--- config.mk ---
export PLATFORM = sky130hd
export DESIGN_NAME = websocket_frame_deframer_top
export DESIGN_NICKNAME = d
export VERILOG_FILES = /design/src/design/wsd_pkg.sv /design/src/design/websocket_frame_deframer_top.sv /design/src/design/wsd_front.sv /design/src/design/wsd_queue.sv /design/src/design/wsd_back.sv
export SDC_FILE = /design/constraint.sdc
export NUM_CORES = 1
export LEC_CHECK = 0
export BUFFER_PORTS_ARGS = -buffer_cell sky130_fd_sc_hd__buf_2
export CAP_MARGIN = 0
export CORE_UTILIZATION = 40
export DETAILED_ROUTE_END_ITERATION = 8
export PLACE_DENSITY = 0.55
export SYNTH_ARGS = -nofsm -noshare
export SYNTH_HDL_FRONTEND = slang
export SYNTH_SLANG_ARGS = --single-unit
--- constraint.sdc ---
create_clock -name clk -period 4 [get_ports clk]
set_clock_uncertainty 0.05 [all_clocks]
set_input_delay 0.4 -clock clk [delete_from_list [all_inputs] [get_ports clk]]
set_output_delay 0.4 -clock clk [all_outputs]
set_load 0.005 [all_outputs]
--- src/design/wsd_pkg.sv ---
// Shared types and constants for the WebSocket frame deframer.
package wsd_pkg;

  typedef enum logic [2:0] {
    PH_HDR0,
    PH_HDR1,
    PH_EXT,
    PH_KEY,
    PH_PAYLOAD,
    PH_CLOSED
  } wsd_phase_t;

  localparam logic [1:0] KIND_TEXT  = 2'd0;
  localparam logic [1:0] KIND_EMPTY = 2'd1;
  localparam logic [1:0] KIND_CLOSE = 2'd2;

  localparam logic [3:0] OP_TEXT  = 4'h1;
  localparam logic [3:0] OP_CLOSE = 4'h8;

  localparam logic [6:0] LEN_EXT16 = 7'd126;
  localparam logic [6:0] LEN_EXT64 = 7'd127;

  localparam logic [3:0] EXT16_BYTES = 4'd2;
  localparam logic [3:0] EXT64_BYTES = 4'd8;

  localparam logic [1:0] KEY_LAST = 2'd3;

  typedef struct packed {
    logic [1:0] kind;
    logic [7:0] payload_byte;
    logic       last_of_message;
  } wsd_res_t;

  typedef struct packed {
    logic     valid;
    wsd_res_t res;
  } wsd_push_t;

endpackage

--- src/design/websocket_frame_deframer_top.sv ---
// Top level of the WebSocket frame deframer: parser, result queue and output stage.
//
// Receives a WebSocket frame stream one byte per beat and returns unmasked text
// payload bytes (last byte flagged), an empty-message marker for empty text
// frames, and a close marker after a close frame, after which all bytes are
// dropped until reset. The parser takes one byte every cycle while in_ready is
// high; each byte is resolved in the cycle it is accepted, the critical path
// being the 64-bit payload length down-counter and its compare. Results go
// into a queue of QUEUE_DEPTH entries and from there into the output register,
// from which they are offered. in_ready falls only while the queue is full,
// which for QUEUE_DEPTH above 1 happens only after out_ready has been held low
// long enough to back up QUEUE_DEPTH results. QUEUE_DEPTH must be at least 1.
module websocket_frame_deframer_top
  import wsd_pkg::*;
#(
  parameter int QUEUE_DEPTH = 4
) (
  input  logic       clk,
  input  logic       rst_n,
  input  logic       in_valid,
  output logic       in_ready,
  input  logic [7:0] in_rx_byte,
  output logic       out_valid,
  input  logic       out_ready,
  output logic [1:0] out_kind,
  output logic [7:0] out_payload_byte,
  output logic       out_last_of_message
);

  wsd_push_t push;
  logic      q_full;
  logic      q_valid;
  logic      q_pop;
  wsd_res_t  q_data;
  wsd_res_t  out_res;
  logic      in_fire;

  assign in_ready = !q_full;
  assign in_fire  = in_valid && in_ready;

  wsd_front u_front (
    .clk     (clk),
    .rst_n   (rst_n),
    .fire    (in_fire),
    .rx_byte (in_rx_byte),
    .push    (push)
  );

  wsd_queue #(
    .DEPTH (QUEUE_DEPTH)
  ) u_queue (
    .clk     (clk),
    .rst_n   (rst_n),
    .push    (push),
    .full    (q_full),
    .pop     (q_pop),
    .q_valid (q_valid),
    .q_data  (q_data)
  );

  wsd_back u_back (
    .clk       (clk),
    .rst_n     (rst_n),
    .q_valid   (q_valid),
    .q_data    (q_data),
    .pop       (q_pop),
    .out_valid (out_valid),
    .out_ready (out_ready),
    .out_res   (out_res)
  );

  assign out_kind            = out_res.kind;
  assign out_payload_byte    = out_res.payload_byte;
  assign out_last_of_message = out_res.last_of_message;

endmodule

--- src/design/wsd_front.sv ---
// Front end: per-byte frame parser that classifies bytes and emits results.
module wsd_front
  import wsd_pkg::*;
(
  input  logic       clk,
  input  logic       rst_n,
  input  logic       fire,
  input  logic [7:0] rx_byte,
  output wsd_push_t  push
);

  wsd_phase_t  phase_r, phase_nxt;
  logic [3:0]  opcode_r, opcode_nxt;
  logic        mask_r, mask_nxt;
  logic [3:0]  ext_left_r, ext_left_nxt;
  logic [63:0] rem_len_r, rem_len_nxt;
  logic [31:0] key_r, key_nxt;
  logic [1:0]  key_idx_r, key_idx_nxt;

  logic        ld_go;
  logic        ld_mask;
  logic        hd_go;
  logic [63:0] hd_rem;
  logic [7:0]  key_byte;
  logic [7:0]  plain;

  always_ff @(posedge clk) begin
    if (!rst_n) begin
      phase_r    <= PH_HDR0;
      opcode_r   <= '0;
      mask_r     <= 1'b0;
      ext_left_r <= '0;
      rem_len_r  <= '0;
      key_r      <= '0;
      key_idx_r  <= '0;
    end else begin
      phase_r    <= phase_nxt;
      opcode_r   <= opcode_nxt;
      mask_r     <= mask_nxt;
      ext_left_r <= ext_left_nxt;
      rem_len_r  <= rem_len_nxt;
      key_r      <= key_nxt;
      key_idx_r  <= key_idx_nxt;
    end
  end

  always_comb begin
    case (key_idx_r)
      2'd0:    key_byte = key_r[31:24];
      2'd1:    key_byte = key_r[23:16];
      2'd2:    key_byte = key_r[15:8];
      default: key_byte = key_r[7:0];
    endcase
    plain = rx_byte ^ key_byte;
  end

  always_comb begin
    phase_nxt    = phase_r;
    opcode_nxt   = opcode_r;
    mask_nxt     = mask_r;
    ext_left_nxt = ext_left_r;
    rem_len_nxt  = rem_len_r;
    key_nxt      = key_r;
    key_idx_nxt  = key_idx_r;
    ld_go        = 1'b0;
    ld_mask      = mask_r;
    hd_go        = 1'b0;
    hd_rem       = rem_len_r;
    push         = '0;

    if (fire) begin
      case (phase_r)
        PH_HDR0: begin
          opcode_nxt = rx_byte[3:0];
          phase_nxt  = PH_HDR1;
        end
        PH_HDR1: begin
          mask_nxt    = rx_byte[7];
          key_nxt     = '0;
          rem_len_nxt = '0;
          if (rx_byte[6:0] == LEN_EXT16) begin
            ext_left_nxt = EXT16_BYTES;
            phase_nxt    = PH_EXT;
          end else if (rx_byte[6:0] == LEN_EXT64) begin
            ext_left_nxt = EXT64_BYTES;
            phase_nxt    = PH_EXT;
          end else begin
            ext_left_nxt = '0;
            rem_len_nxt  = {57'd0, rx_byte[6:0]};
            ld_go        = 1'b1;
            ld_mask      = rx_byte[7];
            hd_rem       = {57'd0, rx_byte[6:0]};
          end
        end
        PH_EXT: begin
          rem_len_nxt  = {rem_len_r[55:0], rx_byte};
          ext_left_nxt = ext_left_r - 4'd1;
          hd_rem       = {rem_len_r[55:0], rx_byte};
          ld_go        = (ext_left_nxt == 4'd0);
        end
        PH_KEY: begin
          key_nxt = {key_r[23:0], rx_byte};
          if (key_idx_r != KEY_LAST) begin
            key_idx_nxt = key_idx_r + 2'd1;
          end else begin
            hd_go = 1'b1;
          end
        end
        PH_PAYLOAD: begin
          key_idx_nxt = key_idx_r + 2'd1;
          rem_len_nxt = rem_len_r - 64'd1;
          if (rem_len_r == 64'd1) begin
            if (opcode_r == OP_CLOSE) begin
              phase_nxt       = PH_CLOSED;
              push.valid      = 1'b1;
              push.res.kind   = KIND_CLOSE;
            end else begin
              phase_nxt = PH_HDR0;
              if (opcode_r == OP_TEXT) begin
                push.valid               = 1'b1;
                push.res.kind            = KIND_TEXT;
                push.res.payload_byte    = plain;
                push.res.last_of_message = 1'b1;
              end
            end
          end else if (opcode_r == OP_TEXT) begin
            push.valid            = 1'b1;
            push.res.kind         = KIND_TEXT;
            push.res.payload_byte = plain;
          end
        end
        PH_CLOSED: begin
          phase_nxt = PH_CLOSED;
        end
        default: begin
          phase_nxt = PH_CLOSED;
        end
      endcase

      if (ld_go) begin
        if (ld_mask) begin
          key_idx_nxt = '0;
          phase_nxt   = PH_KEY;
        end else begin
          hd_go = 1'b1;
        end
      end

      if (hd_go) begin
        key_idx_nxt = '0;
        if (hd_rem != 64'd0) begin
          phase_nxt = PH_PAYLOAD;
        end else if (opcode_r == OP_CLOSE) begin
          phase_nxt     = PH_CLOSED;
          push.valid    = 1'b1;
          push.res.kind = KIND_CLOSE;
        end else begin
          phase_nxt = PH_HDR0;
          if (opcode_r == OP_TEXT) begin
            push.valid    = 1'b1;
            push.res.kind = KIND_EMPTY;
          end
        end
      end
    end
  end

endmodule

--- src/design/wsd_queue.sv ---
// Result queue between the parser and the output stage.
module wsd_queue
  import wsd_pkg::*;
#(
  parameter int DEPTH = 4
) (
  input  logic      clk,
  input  logic      rst_n,
  input  wsd_push_t push,
  output logic      full,
  input  logic      pop,
  output logic      q_valid,
  output wsd_res_t  q_data
);

  localparam int PW = (DEPTH > 1) ? $clog2(DEPTH) : 1;
  localparam int CW = $clog2(DEPTH + 1);

  wsd_res_t        mem [DEPTH];
  logic [PW-1:0]   wr_ptr_r, wr_ptr_nxt;
  logic [PW-1:0]   rd_ptr_r, rd_ptr_nxt;
  logic [CW-1:0]   count_r, count_nxt;
  logic            do_push;
  logic            do_pop;

  assign full    = (count_r == CW'(DEPTH));
  assign q_valid = (count_r != '0);
  assign q_data  = mem[rd_ptr_r];
  assign do_push = push.valid && !full;
  assign do_pop  = pop && q_valid;

  always_comb begin
    wr_ptr_nxt = wr_ptr_r;
    rd_ptr_nxt = rd_ptr_r;
    count_nxt  = count_r;
    if (do_push) begin
      wr_ptr_nxt = (wr_ptr_r == PW'(DEPTH - 1)) ? '0 : wr_ptr_r + PW'(1);
    end
    if (do_pop) begin
      rd_ptr_nxt = (rd_ptr_r == PW'(DEPTH - 1)) ? '0 : rd_ptr_r + PW'(1);
    end
    if (do_push && !do_pop) begin
      count_nxt = count_r + CW'(1);
    end else if (do_pop && !do_push) begin
      count_nxt = count_r - CW'(1);
    end
  end

  always_ff @(posedge clk) begin
    if (!rst_n) begin
      wr_ptr_r <= '0;
      rd_ptr_r <= '0;
      count_r  <= '0;
    end else begin
      wr_ptr_r <= wr_ptr_nxt;
      rd_ptr_r <= rd_ptr_nxt;
      count_r  <= count_nxt;
    end
  end

  always_ff @(posedge clk) begin
    if (do_push) begin
      mem[wr_ptr_r] <= push.res;
    end
  end

endmodule

--- src/design/wsd_back.sv ---
// Back end: output register that drains the queue onto the result channel.
module wsd_back
  import wsd_pkg::*;
(
  input  logic     clk,
  input  logic     rst_n,
  input  logic     q_valid,
  input  wsd_res_t q_data,
  output logic     pop,
  output logic     out_valid,
  input  logic     out_ready,
  output wsd_res_t out_res
);

  logic     valid_r, valid_nxt;
  wsd_res_t res_r;

  assign pop       = q_valid && (!valid_r || out_ready);
  assign out_valid = valid_r;
  assign out_res   = res_r;

  always_comb begin
    valid_nxt = valid_r;
    if (pop) begin
      valid_nxt = 1'b1;
    end else if (out_ready) begin
      valid_nxt = 1'b0;
    end
  end

  always_ff @(posedge clk) begin
    if (!rst_n) begin
      valid_r <= 1'b0;
    end else begin
      valid_r <= valid_nxt;
    end
  end

  always_ff @(posedge clk) begin
    if (pop) begin
      res_r <= q_data;
    end
  end

endmodule
==> reports/qor.yml <==
clocking:
  ctsHoldBuffers: 0
  clock-sinks: 173
  insertion_delay_ns: 0.45
  cts_tree: "done"
  cts_buffer_depth: 2
  post_cts_buffers: 0
  cts_max_level: 4
  clk_pin_slew_ns: 0.08
  cts_buffers: 17
  cts_root_buf: "clkbuf_16"
logic_synthesis:
  synth-compound-area-share_pct: 21.6
  ys_seq_area_share_pct: 45.4
  syn_nets: 1020
  synthAdderAreaFrac_pct: 2.63
  yosys.area_share.simple_pct: 20.7
  ys_ff_latch: 173
  synth_top_family_by_area: "compound AO/OA/AOI/OAI gates"
  ys_async_sr_fraction_pct: 0
  synthDistinctLibCells: 70
  avgSynthCellArea_sq_um: 8.93
  synth_xor_area_share_pct: 1.59
  syn_inst: 990
  synthMuxAreaShare_pct: 4.39
  synth-edff-count: 55
  syn-cell-area_sq_um: 8840
  synth_warnings: 0
  yosys_most_used_dff: "dfxtp_1"
die:
  dieArea_sq_um: 22700
  num_rows: 54
  start_util_pct: 40.6
  ios: 25
  die_h_microns: 151
  coreArea_sq_um: 21800
  die_x_microns: 151
sta:
  holdWs_ns: 0.177
  period_needed_ns: 3.64
  worstMarginPinSlew_ns: 1.10
  slew_violations: 0
  fmax_mhz: 275
  setup_viol: 0
  finalSetupTns_ns: 0
  max_slew_margin_pct: 26.8
  period_share_pct: 91.0
  hold_violations: 0
  rsz0062_at_grt: "no"
grt:
  grt_first_pass_wirelength_mm: 38.2
  antenna_found_initial: 0
  grt_max_degree: 68
  grt_usage_pct: 21.8
  grt_pass1_vias: 6807
  grt-ovfl-total: 0
cells_and_area:
  design_area_sq_um: 9910
  n_antenna_cell: 0
  stdcell_count: 1283
  final_net_count: 1020
  syn2layout_area_growth_pct: 12.1
  drive_above_1_share_pct: 11.5
  utilization_pct: 45.5
placement:
  hpwl_mm: 15.8
  placedInstanceArea_sq_um: 9270
  numPortBuffers: 24
  place.gp.congestion: 0.848
  dp.cells: 1251
job:
  max_cap_violations: 0
setup_path:
  endpoint_kind: "flip-flop"
  cp.arrival_ns: 3.96
  crit_type: "reg -> reg"
  required_ns: 4.32
  cp_max_fo: 8
  cp-start-kind: "flip-flop"
power:
  power_frac_clock_pct: 28.0
  leakage_uw: 0.00352
  swShare_pct: 40.4
  power.ir.vdd_worst_mv: 0.341
  power_per_cell_area_nw_per_um2: 625
  combinationalPowerShare_pct: 37.1
  pwr-share-seq_pct: 34.9
  intPower_uw: 3700
  p_sw_uw: 2500
drt:
  drtIter0Drc: 689
  drc: 0
  ant_nets: 0
  vias_per_cell: 5.91
  first_pass_iters: 6
  wl_per_cell_microns: 18.8
  finalWirelength_mm: 24.1
  num_vias: 7577
worst_hold_path:
  hold_path_class: "in -> reg"
status:
  status: "completed"
==> area by class of cell <==
cell class / instances / area, sq um
Tap cell: 280 / 350
Clock buffer: 17 / 425
Timing Repair Buffer: 50 / 315
Multi-Input combinational cell: 729 / 4530
Sequential cell: 173 / 4010
Fill cell: 2121 / 11800
Inverter: 19 / 72.6
Clock inverter: 15 / 201
==> timing repair <==
action | in CTS | in global routing
resized for setup | 0 | 2
endpoints found under the hold margin | 0 | 0
setup endpoints to repair | 0 | 1
==> final timing paths <==
path	startpoint	end	slack [ns]	cells after the start
setup / recovery	u_front.rem_len_r[18]	u_queue.count_r[2]	0.36	13
hold reg to reg	u_back.out_valid	u_back.out_valid	0.42	2
hold / removal	out_ready	u_back.out_valid	0.18	4
setup reg to reg	u_front.rem_len_r[18]	u_queue.count_r[2]	0.36	13
==> synth_stat cells (all sizes together) (8+ instances only) <==
cell / count / area share [%]
nor3: 30 / 1.8
edfxtp: 55 / 19
inv: 19 / 0.81
a21oi: 80 / 4.5
o22ai: 13 / 0.92
a22oi: 47 / 4.0
or3: 15 / 1.1
dfxtp: 118 / 27
mux4: 11 / 2.8
xnor2: 13 / 1.3
nand2: 76 / 3.2
and3: 10 / 0.71
and2: 12 / 0.86
mux2i: 14 / 1.6
o21ai: 75 / 4.2
o311ai: 10 / 0.99
nand3: 23 / 1.3
nor4: 23 / 1.9
a222oi: 9 / 1.0
nor2: 141 / 6.0
ha: 17 / 2.4
clkbuf: 60 / 2.5
or4: 8 / 0.76
buf: 9 / 0.41
==> worst max-delay path: stages, from the launching register on <==
cell     delay [ns]
dfxtp_1        0.37
or4_1          0.63
nor4_2         0.37
and4_2         0.37
a31oi_1        0.12
a31oi_2        0.18
a21oi_1        0.18
inv_2          0.12
ha_1           0.18
inv_1          0.06
fa_1           0.37
xor2_1         0.16
or3_1          0.30
a21oi_1        0.13
==> metrics by stage <==
stage	total power [uW]	worst slack (ns)
global route	6560	0.0928
finish	6200	0.362
CTS	6210	0.146
detailed placement	4470	0.166
global placement	4490	0.306
floorplan	3750	0.439
==> layout by cell type, fill, tap and decap left out, types with 10 or more instances in the layout <==
cell         n
a21oi_1     80
a22oi_1     47
and2_1      11
and3_1      10
buf_2       24
buf_4       26
clkbuf_16   17
dfxtp_1    118
edfxtp_1    55
ha_1        17
inv_1       17
mux2i_1     14
mux4_2      11
nand2_1     75
nand3_1     23
nor2_1     139
nor3_1      29
nor4_1      19
o21ai_0     72
o22ai_1     13
or3_1       15
xnor2_1     13
==> cell families (layout without fill, tap and decap cells) <==
kind of cell | Yosys count | after routing
adders and majority gates | 18 | 18
buffers and inverters | 88 | 101
and+or+nand+nor | 373 | 373
muxes | 25 | 25
AOI/OAI and AO/OA | 297 | 297
xor gates and xnor gates | 16 | 16
DFF | 173 | 173
==> metal layers <==
layer	track usage, %	wire [microns]	up-vias
li1	-	-	3700
met1	31.7	11700	3649
met2	33.5	11100	205
met3	3.82	993	23
met4	5.00	248	0
met5	0	0	-
==> state kept, by name, summed over array words and instances (netlist names) <==
name / count
u_queue.rd_ptr_r: 2
u_front.rem_len_r: 64
u_front.ext_left_r: 4
u_front.key_idx_r: 2
u_front.mask_r: 1
u_back.out_res: 11
u_queue.count_r: 3
u_front.key_r: 32
u_back.out_valid: 1
u_front.phase_r: 3
u_queue.wr_ptr_r: 2
u_front.opcode_r: 4
u_queue.mem: 44
==> power by group through the flow <==
stage / clock, uW / combinational (uW) / sequential (uW)
6_report: 1740 / 2300 / 2160
5_1_grt: 1840 / 2530 / 2190
4_1_cts: 1770 / 2280 / 2160
3_5_place_dp: 0 / 2270 / 2200
3_3_place_gp: 0 / 2290 / 2200
2_1_floorplan: 0 / 1610 / 2130
Note: power is estimated with default switching activity, not from simulation.
